### config.mk
export PLATFORM = sky130hd
export DESIGN_NAME = ir_pulse_width_frame_decoder_core
export DESIGN_NICKNAME = d
export VERILOG_FILES = /design/src/rtl/irpw_pkg.sv /design/src/rtl/ir_pulse_width_frame_decoder_core.sv /design/src/rtl/irpw_front.sv /design/src/rtl/irpw_queue.sv /design/src/rtl/irpw_back.sv
export SDC_FILE = /design/constraint.sdc
export NUM_CORES = 1
export LEC_CHECK = 0
export BUFFER_PORTS_ARGS = -buffer_cell sky130_fd_sc_hd__buf_2
export CAP_MARGIN = 20
export CORE_UTILIZATION = 55
export CTS_CLUSTER_DIAMETER = 120
export DETAILED_ROUTE_END_ITERATION = 8
export PLACE_DENSITY = 0.74
export SLEW_MARGIN = 40
export SYNTH_ARGS = -nofsm -noshare
export SYNTH_HDL_FRONTEND = slang
export SYNTH_SLANG_ARGS = --single-unit
### constraint.sdc
create_clock -name clk_i -period 10.34 [get_ports clk_i]
set_input_delay 1.034 -clock clk_i [delete_from_list [all_inputs] [get_ports clk_i]]
set_output_delay 1.034 -clock clk_i [all_outputs]
set_load 0.1 [all_outputs]
### src/rtl/irpw_pkg.sv
// Shared types and constants for the IR pulse-width frame decoder.
// Used by every module of the block; depends on nothing else.
`default_nettype none

package irpw_pkg;

  // Frame geometry and sync threshold.
  localparam int unsigned FRAME_BITS = 24;
  localparam int unsigned CNT_W      = $clog2(FRAME_BITS + 1);
  localparam int unsigned WIDTH_W    = 16;
  localparam logic [WIDTH_W-1:0] SYNC_MIN_US = 16'd10000;

  // Output field widths, fixed by the interface.
  localparam int unsigned FRAME_W = 24;
  localparam int unsigned KEY_W   = 8;

  // Configuration port.
  localparam int unsigned CFG_INDEX_W = 8;
  localparam int unsigned NUM_REGS    = 8;
  localparam logic [CFG_INDEX_W-1:0] REG_ZERO_HIGH_MIN = 8'd0;
  localparam logic [CFG_INDEX_W-1:0] REG_ZERO_HIGH_MAX = 8'd1;
  localparam logic [CFG_INDEX_W-1:0] REG_ZERO_LOW_MIN  = 8'd2;
  localparam logic [CFG_INDEX_W-1:0] REG_ZERO_LOW_MAX  = 8'd3;
  localparam logic [CFG_INDEX_W-1:0] REG_ONE_HIGH_MIN  = 8'd4;
  localparam logic [CFG_INDEX_W-1:0] REG_ONE_HIGH_MAX  = 8'd5;
  localparam logic [CFG_INDEX_W-1:0] REG_ONE_LOW_MIN   = 8'd6;
  localparam logic [CFG_INDEX_W-1:0] REG_ONE_LOW_MAX   = 8'd7;

  // Queue between the classifier and the frame sequencer (power of two).
  localparam int unsigned QUEUE_DEPTH = 2;
  localparam int unsigned QPTR_W      = $clog2(QUEUE_DEPTH);
  localparam int unsigned QCNT_W      = $clog2(QUEUE_DEPTH + 1);

  // Status codes.
  localparam logic [1:0] ST_OK       = 2'd0;
  localparam logic [1:0] ST_BAD_SYNC = 2'd1;
  localparam logic [1:0] ST_BAD_HIGH = 2'd2;
  localparam logic [1:0] ST_BAD_LOW  = 2'd3;

  typedef enum logic [1:0] {
    PH_IDLE = 2'd0,
    PH_HIGH = 2'd1,
    PH_LOW  = 2'd2
  } phase_e;

  typedef struct packed {
    logic               pulse_level;
    logic [WIDTH_W-1:0] pulse_width;
    logic               timed_out;
  } pulse_t;

  typedef struct packed {
    logic [1:0]         status;
    logic [FRAME_W-1:0] frame;
    logic [KEY_W-1:0]   key_code;
  } result_t;

  // Classified pulse: level plus the outcome of every window check.
  typedef struct packed {
    logic level;
    logic sync_ok;
    logic zero_high_ok;
    logic one_high_ok;
    logic zero_low_ok;
    logic one_low_ok;
  } token_t;

endpackage

`default_nettype wire

### src/rtl/ir_pulse_width_frame_decoder_core.sv
// Top level of the IR pulse-width frame decoder.
// Depends on irpw_pkg, irpw_front, irpw_queue and irpw_back.
`default_nettype none

// The decoder takes one measured line pulse per word (level, width in
// microseconds, timeout flag) and returns at most one result word per pulse.
// A low pulse wider than the sync minimum starts a frame; every bit is then a
// high pulse followed by a low pulse, each checked against open-interval
// windows held in eight 16-bit configuration registers (zero high min/max,
// zero low min/max, one high min/max, one low min/max; minima reset to 0,
// maxima to 65535). When both high windows match, the zero window wins. After
// FRAME_BITS bits a frame word is returned with status ok, the first bit in
// the MSB of the bits used and the last byte in key_code. A short low pulse
// while idle returns bad sync, a pulse that fails its high or low check
// returns bad high or bad low; every error word carries zero data and the
// decoder drops back to idle at once. High pulses while idle are ignored and
// the timeout flag does not change classification. Throughput is one pulse
// word per clock cycle: the front classifies a pulse with nine parallel
// compares in the cycle it is accepted and writes it into a two-entry queue;
// the back sequencer drains one entry per cycle into a single output
// register whenever that register is free or being emptied, so a result is
// registered at the same edge at which its pulse leaves the queue, and the
// input only stalls once the queue fills while the output is held.
// Configuration writes are always accepted and take effect on the next
// pulse; indexes beyond seven are ignored.

module ir_pulse_width_frame_decoder_core
  import irpw_pkg::*;
(
  input  wire logic                   clk_i,
  input  wire logic                   rst_ni,
  // Pulse input channel.
  input  wire logic                   in_valid_i,
  output logic                        in_ready_o,
  input  wire pulse_t                 in_pulse_i,
  // Result output channel.
  output logic                        out_valid_o,
  input  wire logic                   out_ready_i,
  output result_t                     out_result_o,
  // Configuration write channel.
  input  wire logic                   cfg_valid_i,
  output logic                        cfg_ready_o,
  input  wire logic [CFG_INDEX_W-1:0] cfg_index_i,
  input  wire logic [WIDTH_W-1:0]     cfg_value_i
);

  token_t front_token;
  token_t queue_token;
  logic   queue_full;
  logic   queue_valid;
  logic   queue_pop;
  logic   push;

  // The register file never stalls a write.
  assign cfg_ready_o = 1'b1;

  // A pulse word is accepted whenever the queue has a free slot.
  assign in_ready_o = !queue_full;
  assign push       = in_valid_i && in_ready_o;

  irpw_front u_front (
    .clk_i       (clk_i),
    .rst_ni      (rst_ni),
    .cfg_valid_i (cfg_valid_i),
    .cfg_index_i (cfg_index_i),
    .cfg_value_i (cfg_value_i),
    .pulse_i     (in_pulse_i),
    .token_o     (front_token)
  );

  irpw_queue u_queue (
    .clk_i       (clk_i),
    .rst_ni      (rst_ni),
    .push_i      (push),
    .push_data_i (front_token),
    .full_o      (queue_full),
    .valid_o     (queue_valid),
    .pop_i       (queue_pop),
    .pop_data_o  (queue_token)
  );

  // The sequencer keeps the frame state and owns the output register.
  irpw_back u_back (
    .clk_i        (clk_i),
    .rst_ni       (rst_ni),
    .tok_valid_i  (queue_valid),
    .tok_i        (queue_token),
    .tok_pop_o    (queue_pop),
    .out_valid_o  (out_valid_o),
    .out_ready_i  (out_ready_i),
    .out_result_o (out_result_o)
  );

endmodule

`default_nettype wire

### src/rtl/irpw_front.sv
// Front end: window registers and pulse classification.
// Depends on irpw_pkg.
`default_nettype none

module irpw_front
  import irpw_pkg::*;
(
  input  wire logic                   clk_i,
  input  wire logic                   rst_ni,
  input  wire logic                   cfg_valid_i,
  input  wire logic [CFG_INDEX_W-1:0] cfg_index_i,
  input  wire logic [WIDTH_W-1:0]     cfg_value_i,
  input  wire pulse_t                 pulse_i,
  output token_t                      token_o
);

  logic [WIDTH_W-1:0] win_q [NUM_REGS];

  always_ff @(posedge clk_i or negedge rst_ni) begin
    if (!rst_ni) begin
      for (int i = 0; i < NUM_REGS; i++) begin
        // Odd registers are upper bounds and reset fully open.
        win_q[i] <= (i % 2 == 1) ? {WIDTH_W{1'b1}} : '0;
      end
    end else if (cfg_valid_i) begin
      case (cfg_index_i)
        REG_ZERO_HIGH_MIN: win_q[0] <= cfg_value_i;
        REG_ZERO_HIGH_MAX: win_q[1] <= cfg_value_i;
        REG_ZERO_LOW_MIN:  win_q[2] <= cfg_value_i;
        REG_ZERO_LOW_MAX:  win_q[3] <= cfg_value_i;
        REG_ONE_HIGH_MIN:  win_q[4] <= cfg_value_i;
        REG_ONE_HIGH_MAX:  win_q[5] <= cfg_value_i;
        REG_ONE_LOW_MIN:   win_q[6] <= cfg_value_i;
        REG_ONE_LOW_MAX:   win_q[7] <= cfg_value_i;
        default: ;
      endcase
    end
  end

  // All windows are open intervals.
  always_comb begin
    token_o.level        = pulse_i.pulse_level;
    token_o.sync_ok      = pulse_i.pulse_width > SYNC_MIN_US;
    token_o.zero_high_ok = (pulse_i.pulse_width > win_q[0]) && (pulse_i.pulse_width < win_q[1]);
    token_o.zero_low_ok  = (pulse_i.pulse_width > win_q[2]) && (pulse_i.pulse_width < win_q[3]);
    token_o.one_high_ok  = (pulse_i.pulse_width > win_q[4]) && (pulse_i.pulse_width < win_q[5]);
    token_o.one_low_ok   = (pulse_i.pulse_width > win_q[6]) && (pulse_i.pulse_width < win_q[7]);
  end

endmodule

`default_nettype wire

### src/rtl/irpw_queue.sv
// Short first-in first-out queue of classified pulses.
// Depends on irpw_pkg.
`default_nettype none

module irpw_queue
  import irpw_pkg::*;
(
  input  wire logic   clk_i,
  input  wire logic   rst_ni,
  input  wire logic   push_i,
  input  wire token_t push_data_i,
  output logic        full_o,
  output logic        valid_o,
  input  wire logic   pop_i,
  output token_t      pop_data_o
);

  token_t              mem_q [QUEUE_DEPTH];
  logic [QPTR_W-1:0]   wr_ptr_q, rd_ptr_q;
  logic [QCNT_W-1:0]   count_q, count_d;

  assign full_o     = count_q == QCNT_W'(QUEUE_DEPTH);
  assign valid_o    = count_q != '0;
  assign pop_data_o = mem_q[rd_ptr_q];

  always_ff @(posedge clk_i) begin
    if (push_i) begin
      mem_q[wr_ptr_q] <= push_data_i;
    end
  end

  always_comb begin
    count_d = count_q;
    if (push_i && !pop_i) begin
      count_d = count_q + QCNT_W'(1);
    end else if (pop_i && !push_i) begin
      count_d = count_q - QCNT_W'(1);
    end
  end

  always_ff @(posedge clk_i or negedge rst_ni) begin
    if (!rst_ni) begin
      wr_ptr_q <= '0;
      rd_ptr_q <= '0;
      count_q  <= '0;
    end else begin
      if (push_i) begin
        wr_ptr_q <= wr_ptr_q + QPTR_W'(1);
      end
      if (pop_i) begin
        rd_ptr_q <= rd_ptr_q + QPTR_W'(1);
      end
      count_q <= count_d;
    end
  end

endmodule

`default_nettype wire

### src/rtl/irpw_back.sv
// Back end: frame sequencer and output register.
// Depends on irpw_pkg; consumes tokens from irpw_queue.
`default_nettype none

module irpw_back
  import irpw_pkg::*;
(
  input  wire logic   clk_i,
  input  wire logic   rst_ni,
  input  wire logic   tok_valid_i,
  input  wire token_t tok_i,
  output logic        tok_pop_o,
  output logic        out_valid_o,
  input  wire logic   out_ready_i,
  output result_t     out_result_o
);

  phase_e                phase_q, phase_d;
  logic                  pending_q, pending_d;
  logic [CNT_W-1:0]      count_q, count_d;
  logic [FRAME_BITS-1:0] shift_q, shift_d;
  logic [FRAME_BITS-1:0] shifted;
  logic [CNT_W-1:0]      count_inc;
  logic                  low_ok;

  logic                  emit;
  logic [1:0]            emit_status;
  logic                  emit_frame;

  logic                  out_valid_q;
  result_t               out_q;

  // A token is taken whenever the output register is free or being emptied.
  assign tok_pop_o = tok_valid_i && (!out_valid_q || out_ready_i);

  assign shifted   = {shift_q[FRAME_BITS-2:0], pending_q};
  assign count_inc = count_q + CNT_W'(1);
  assign low_ok    = pending_q ? tok_i.one_low_ok : tok_i.zero_low_ok;

  // Next state.
  always_comb begin
    phase_d   = phase_q;
    pending_d = pending_q;
    count_d   = count_q;
    shift_d   = shift_q;
    if (tok_pop_o) begin
      case (phase_q)
        PH_HIGH: begin
          if (tok_i.level && tok_i.zero_high_ok) begin
            pending_d = 1'b0;
            phase_d   = PH_LOW;
          end else if (tok_i.level && tok_i.one_high_ok) begin
            pending_d = 1'b1;
            phase_d   = PH_LOW;
          end else begin
            phase_d = PH_IDLE;
          end
        end
        PH_LOW: begin
          if (!tok_i.level && low_ok && count_inc != CNT_W'(FRAME_BITS)) begin
            shift_d = shifted;
            count_d = count_inc;
            phase_d = PH_HIGH;
          end else begin
            phase_d = PH_IDLE;
          end
        end
        default: begin
          phase_d = PH_IDLE;
          if (!tok_i.level && tok_i.sync_ok) begin
            phase_d = PH_HIGH;
          end
        end
      endcase
      // Leaving for idle or starting a frame both clear the frame state.
      if (phase_d != PH_LOW && phase_d != PH_HIGH || phase_q != PH_LOW && phase_q != PH_HIGH) begin
        pending_d = 1'b0;
        count_d   = '0;
        shift_d   = '0;
      end
    end
  end

  // Result generation.
  always_comb begin
    emit        = 1'b0;
    emit_status = ST_OK;
    emit_frame  = 1'b0;
    if (tok_pop_o) begin
      case (phase_q)
        PH_HIGH: begin
          if (!(tok_i.level && (tok_i.zero_high_ok || tok_i.one_high_ok))) begin
            emit        = 1'b1;
            emit_status = ST_BAD_HIGH;
          end
        end
        PH_LOW: begin
          if (tok_i.level || !low_ok) begin
            emit        = 1'b1;
            emit_status = ST_BAD_LOW;
          end else if (count_inc == CNT_W'(FRAME_BITS)) begin
            emit        = 1'b1;
            emit_status = ST_OK;
            emit_frame  = 1'b1;
          end
        end
        default: begin
          if (!tok_i.level && !tok_i.sync_ok) begin
            emit        = 1'b1;
            emit_status = ST_BAD_SYNC;
          end
        end
      endcase
    end
  end

  always_ff @(posedge clk_i or negedge rst_ni) begin
    if (!rst_ni) begin
      phase_q     <= PH_IDLE;
      pending_q   <= 1'b0;
      count_q     <= '0;
      shift_q     <= '0;
      out_valid_q <= 1'b0;
    end else begin
      phase_q   <= phase_d;
      pending_q <= pending_d;
      count_q   <= count_d;
      shift_q   <= shift_d;
      if (emit) begin
        out_valid_q <= 1'b1;
      end else if (out_ready_i) begin
        out_valid_q <= 1'b0;
      end
    end
  end

  always_ff @(posedge clk_i) begin
    if (emit) begin
      out_q.status   <= emit_status;
      out_q.frame    <= emit_frame ? FRAME_W'(shifted) : '0;
      out_q.key_code <= emit_frame ? shifted[KEY_W-1:0] : '0;
    end
  end

  assign out_valid_o  = out_valid_q;
  assign out_result_o = out_q;

endmodule

`default_nettype wire

==> impl_metrics.json, run 1 <==
{
  "reg2regPathDepth": 7,
  "critPathMaxFanout": 9,
  "critical_path.endpoint": "u_queue.mem_q[1][0]",
  "io_pins": 84,
  "yosys-top-cells-count": "inv_1, ha_1, dfrtp_1, o21ai_0, nand2_1",
  "via_count": 7459,
  "start_kind": "input port",
  "die_y_um": 144,
  "multiInputGateArea_um2": 5080,
  "syn-num-nets": 1175,
  "clkSinkCount": 202,
  "n_fill_cell": 1569,
  "synth_ff_type": "dfrtp_1",
  "seqCellArea_um2": 5330,
  "clk_path_buf_depth": 3,
  "r2r-start": "u_front.win_q[1]",
  "rsz0062_at_grt": "false",
  "drv_cap": 0,
  "drc_errors": 0,
  "hold_buffers": 0,
  "synth.area.top_cells": "dfrtp_1, dfstp_2, ha_1",
  "cts_tree": "built",
  "synth_warnings": 0,
  "antenna_found_initial": 0,
  "core_um2": 19700,
  "track_usage_pct": 23.2,
  "fin_crit_ns": 2.60,
  "overflow": 0,
  "grt_util_met3_pct": 2.88,
  "endpoint_kind": "flip-flop",
  "wirelength_um": 22300,
  "holdCritPathClass": "reg2reg",
  "syn_area_per_cell_um2": 11.1,
  "met2_usage_pct": 39.6,
  "synthArstFlopShare_pct": 81.2,
  "drt-wirelength-per-cell_um": 16.4,
  "clock.fmax_mhz": 385,
  "dieArea_um2": 20800,
  "grt_busiest_layer": "met2",
  "tightest_slew_ns": 0.697,
  "first_pass_iters": 4,
  "finalSetupViolations": 0,
  "synth_seq_cells": 202,
  "seq_area_frac_synth_pct": 47.9,
  "r2r_slack_ns": 7.95,
  "skew_ns": 0.0122,
  "place_hpwl_um": 15400,
  "finalCritPeriodShare_pct": 25.1,
  "routed_via_density": 5.50,
  "io_buffers": 81,
  "min_path_cells": 1,
  "diodes": 0,
  "cts_resized": 0,
  "start_util_pct": 56.6,
  "startpoint": "in_pulse_i[2]",
  "grt_max_degree": 98,
  "die_w_um": 144,
  "netlist_instances": 1000,
  "required_ns": 10.58,
  "drive_gt1_share_pct": 25.4,
  "maxSlewViolCount": 0,
  "clk_latency_ns": 0.52,
  "grt_pass1_wl_um": 37400,
  "netlist.area_leader.share_pct": 22.5,
  "arrival_ns": 2.84,
  "area_growth_pct": 12.3,
  "hold_ws_ns": 0.497,
  "critPathKind": "in2reg",
  "grt_util_met1_pct": 31.0,
  "drt_iter0_markers": 303,
  "root_buffer": "clkbuf_16",
  "fin_tns_setup_ns": 0,
  "grt_pass1_vias": 7594,
  "num_rows": 51,
  "nNetsFinal": 1250,
  "p_leak_nw": 6.00,
  "finalHoldViolations": 0,
  "synth_largest_area_cell": "dfrtp_1",
  "synth_cell_types": 66,
  "postCtsSetupBuffers": 0,
  "cts-buffers-inserted": 23,
  "htreeDepth": 1,
  "ir_drop_mv": 0.152,
  "synth_area_um2": 11100,
  "slew_headroom_pct": 52.3,
  "path_clk_slew_ns": 0.06,
  "outcome": "completed",
  "gp_congestion": 0.843,
  "r2r-end": "u_queue.mem_q[1][0]",
  "p_per_area_nw_per_um2": 204,
  "yosysMostFrequentCell": "inv_1",
  "ant_nets": 0,
  "synth_edf_count": 38
}
-- layout by cell type, fill, tap and decap left out, drive strengths merged, types with 7 or more instances in the layout --
cell / n
mux2: 70
nand2: 85
buf: 88
nand3: 11
a21o: 18
nor2: 28
a21oi: 34
nor3: 9
inv: 133
nand4: 18
a22o: 26
clkbuf: 35
dfrtp: 100
o21ai: 92
ha: 128
edfxtp: 38
dfstp: 64
a211oi: 7
nand2b: 8
nor2b: 9
and3: 29
-- logic make-up after synthesis --
family | after synthesis | synth area share (%)
AOI/OAI and AO/OA | 215 | 12.4
and+or+nand+nor | 207 | 9.86
DFF | 202 | 47.9
buffers and inverters | 169 | 6.64
adders and majority gates | 128 | 14.4
muxes | 72 | 8.28
xor gates and xnor gates | 6 | 0.473
other | 1 | 0.0337
-- power by group --
part | internal [W] | total [W] | switching, W
logic | 0.000159 | 0.000747 | 0.000588
clock network | 0.000511 | 0.000838 | 0.000327
registers | 0.000929 | 0.000968 | 0.0000393
total | 0.00160 | 0.00255 | 0.000955
-- layer usage --
| metal | share of wire (%) | vias up |
|---|---|---|
| met3 | 3.9 | 36 |
| li1 | - | 3659 |
| met2 | 47 | 148 |
| met4 | 2.6 | 0 |
| met1 | 46 | 3616 |
| met5 | 0 | - |
-- worst min-delay path by stage --
stage / slack, ns / start / end
after floorplan: 0.46 / u_queue.wr_ptr_q / u_queue.wr_ptr_q
after global placement: 0.48 / u_queue.wr_ptr_q / u_queue.wr_ptr_q
after detailed placement: 0.49 / u_queue.wr_ptr_q / u_queue.wr_ptr_q
after CTS: 0.50 / u_queue.wr_ptr_q / u_queue.wr_ptr_q
after global routing: 0.51 / u_front.win_q[53] / u_front.win_q[53]
final: 0.50 / u_queue.wr_ptr_q / u_queue.wr_ptr_q
-- area by class of cell --
| class | instances | share of cell area [%] |
|---|---|---|
| multi-input cells | 629 | 40.6 |
| clock inverters | 7 | 0.851 |
| repair buffers | 88 | 3.81 |
| clock buffers | 35 | 5.47 |
| inverters | 131 | 3.94 |
| flip-flops and latches | 202 | 42.6 |
| well taps | 265 | 2.65 |
-- metrics by stage --
| stage | cells | utilization [%] | instance area [um^2] | total power [W] | worst slack [ns] |
|---|---|---|---|---|---|
| after floorplan | 1000 | - | 11100 | 0.00160 | 6.31 |
| after global placement | 1314 | 59.4 | 11700 | 0.00171 | 7.17 |
| after detailed placement | 1315 | 59.5 | 11700 | 0.00173 | 7.27 |
| after CTS | 1357 | 63.6 | 12500 | 0.00258 | 7.74 |
| after global routing | 1357 | 63.6 | 12500 | 0.00268 | 7.59 |
| final | 1357 | 63.6 | 12500 | 0.00255 | 7.74 |
-- critical path, cell delays in order --
cell and delay, ns:
buf_2 0.19, ha_1 0.30, a21boi_0 0.18, o21ai_0 0.09, a2111oi_0 0.63, nor3_1 0.14
o21a_1 0.27
-- state kept, by name (all words and copies together) (netlist names) --
register	cells
u_back.count_q	5
u_back.out_result_o	26
u_back.out_valid_o	1
u_back.pending_q	1
u_back.phase_q	2
u_back.shift_q	23
u_front.win_q	128
u_queue.count_q	2
u_queue.mem_q	12
u_queue.rd_ptr_q	1
u_queue.wr_ptr_q	1
Note: power is estimated with default switching activity, not from simulation.
==> inputs of run 2 (changes only) <==
- PLACE_DENSITY: 0.74 -> 0.77
- clock period: 10.34 -> 2.1 ns (I/O delays scaled with it)
==> run 2 against run 1 <==
Compared with the run above: the run now ends with setup timing left; worst hold slack lost 0.48 ns; final cell count grew 3.6%; clock power grew to 4.5 times the previous value; critical path depth is the same; sequential share of layout area shrank 1.9 points; register-to-register slack lost 8.0 ns; die area is the same; core utilization grew 3.0 points; combinational power grew to 5.4 times the previous value; critical path type is now reg2reg.
==> impl_metrics.json, run 2 (synthesized netlist as in run 1, its figures left out) <==
{
  "drive_gt1_share_pct": 31.0,
  "layout_common_cells": "inv_1, ha_1, dfrtp_1",
  "diodes": 0,
  "htreeDepth": 1,
  "clk_latency_ns": 0.51,
  "finalCritPeriodShare_pct": 101,
  "core_um2": 19700,
  "largest_reg_flops": 128,
  "rsz0062_at_grt": "true",
  "io_buffers": 81,
  "p_leak_nw": 6.23,
  "ir_drop_mv": 0.594,
  "drt-wirelength-per-cell_um": 17.6,
  "pwr-share-seq_pct": 37.9,
  "grt_max_degree": 58,
  "io_pins": 84,
  "wirelength_um": 24700,
  "ant_nets": 0,
  "r2r-start": "u_front.win_q[7]",
  "grt_util_met1_pct": 31.5,
  "min_to": "u_front.win_q[65]",
  "endpoint_kind": "flip-flop",
  "cts-buffers-inserted": 23,
  "clk_path_buf_depth": 3,
  "p_per_area_nw_per_um2": 960,
  "critical_path.max_stage_delay_ns": 0.55,
  "maxSlewViolCount": 0,
  "place_hpwl_um": 16900,
  "met2_usage_pct": 42.3,
  "holdCritPathClass": "in2reg",
  "hold_start": "cfg_value_i[1]",
  "cts_tree": "built",
  "die_y_um": 144,
  "grt_busiest_layer": "met2",
  "finalHoldViolations": 0,
  "root_buffer": "clkbuf_16",
  "postCtsSetupBuffers": 0,
  "arrival_ns": 2.37,
  "largest_register": "u_front.win_q",
  "dieArea_um2": 20800,
  "r2r_slack_ns": -0.02,
  "reg2regPathDepth": 7,
  "critPathKind": "reg2reg",
  "nNetsFinal": 1299,
  "fin_crit_ns": 2.12,
  "required_ns": 2.35,
  "clock.fmax_mhz": 471,
  "start_util_pct": 56.6,
  "routed_via_density": 5.65,
  "design_area_um2": 13100,
  "grt_pass1_wl_um": 39300,
  "grt_pass1_vias": 7861,
  "outcome": "finished, violations left",
  "cp_top_family": "compound AO/OA/AOI/OAI gates",
  "p_int_w": 0.00775,
  "slew_headroom_pct": 57.1,
  "die_w_um": 144,
  "hold_ws_ns": 0.0161,
  "r2r-end": "u_queue.mem_q[0][0]",
  "grt_util_met3_pct": 3.18,
  "min_path_cells": 3,
  "skew_ns": 0.00798,
  "gp_congestion": 0.846,
  "clkSinkCount": 202,
  "timing.critical_path.buf_inv": 2,
  "p_comb_share_pct": 32.4,
  "power.switching_w": 0.00482,
  "path_cells": "inv_2 > ha_4 > nand4_1 > a2111oi_4 > buf_4 > nor3_2 > o21a_1",
  "num_rows": 51,
  "drc_errors": 0,
  "start_kind": "flip-flop",
  "via_count": 7946,
  "dpl_cell_area_um2": 12100,
  "track_usage_pct": 24.4,
  "fin_util_pct": 66.6,
  "antenna_found_initial": 0,
  "tightest_slew_ns": 0.641,
  "p_sw_share_pct": 38.3,
  "first_pass_iters": 5,
  "overflow": 0,
  "layout_commonest_cell": "inv_1",
  "drt_iter0_markers": 417,
  "drv_cap": 0,
  "cp_slowest_cell": "dfstp_2",
  "area_growth_pct": 17.7,
  "path_clk_slew_ns": 0.06,
  "setup_ws_ns": -0.0216,
  "finalSetupViolations": 2,
  "critPathMaxFanout": 2,
  "clkPwrFrac_pct": 29.7,
  "violations": "setup timing"
}
-- run 2: cell count changes in the layout (fill, tap and decap cells not counted), sizes merged --
cell,previous run,this run
dlygate4sd3,0,6
clkinvlp,1,0
clkinv,2,4
inv,133,132
o21ai,92,93
bufinv,2,0
clkbuf,35,37
buf,88,130
-- run 2: per-layer routing --
metal	share of wire, %	up-vias
met2	50	200
met1	43	3937
met5	0	-
met4	2.9	0
li1	-	3758
met3	4.2	51
-- run 2: worst reg2reg max path: stages (launching register included) --
cell	delay (ns)
dfstp_2	0.55
inv_2	0.05
ha_4	0.26
nand4_1	0.18
a2111oi_4	0.41
buf_4	0.17
nor3_2	0.03
o21a_1	0.22
-- run 2: cell type report --
| cell class | instances | area (um^2) |
|---|---|---|
| repair buffers | 136 | 890 |
| fillers | 1466 | 6570 |
| flip-flops and latches | 202 | 5330 |
| well taps | 265 | 332 |
| clock buffers | 37 | 669 |
| clock inverters | 5 | 28.8 |
| inverters | 131 | 492 |
| multi-input cells | 630 | 5350 |
-- run 2: timing repair --
action	CTS	global route
hold endpoints to repair	107	0
endpoints found under the setup margin	32	36
pin swaps	13	18
cloned	1	0
resized for setup	16	32
hold buffers	6	0
-- run 2: how the worst max path moves through the flow --
stage	startpoint	endpoint	slack, ns	cells after the start
floorplan	u_back.out_valid_o	u_back.out_result_o[0]	0.03	5
global placement	u_front.win_q[1]	u_queue.mem_q[0][0]	-0.23	8
detailed placement	u_front.win_q[1]	u_queue.mem_q[0][0]	-0.25	8
CTS	u_front.win_q[1]	u_queue.mem_q[0][0]	-0.04	8
global route	u_front.win_q[10]	u_queue.mem_q[0][0]	-0.05	7
finish	u_front.win_q[7]	u_queue.mem_q[0][0]	-0.02	7
-- run 2: through the flow --
stage	cells	worst slack, ns	total power, W	setup TNS [ns]
3_3_place_gp	1357	-0.232	0.00863	-1.04
2_1_floorplan	1000	0.0346	0.00793	0
6_report	1406	-0.0216	0.0126	-0.0424
3_5_place_dp	1357	-0.254	0.00874	-3.28
4_1_cts	1406	-0.0372	0.0126	-0.0742
5_1_grt	1406	-0.0490	0.0131	-0.121
-- run 2: power groups by stage --
stage	Sequential [W]	Clock, W	Combinational [W]
after floorplan	0.00611	0	0.00181
after global placement	0.00481	0	0.00382
after detailed placement	0.00483	0	0.00391
after CTS	0.00477	0.00379	0.00401
after global routing	0.00483	0.00393	0.00434
final	0.00476	0.00373	0.00407
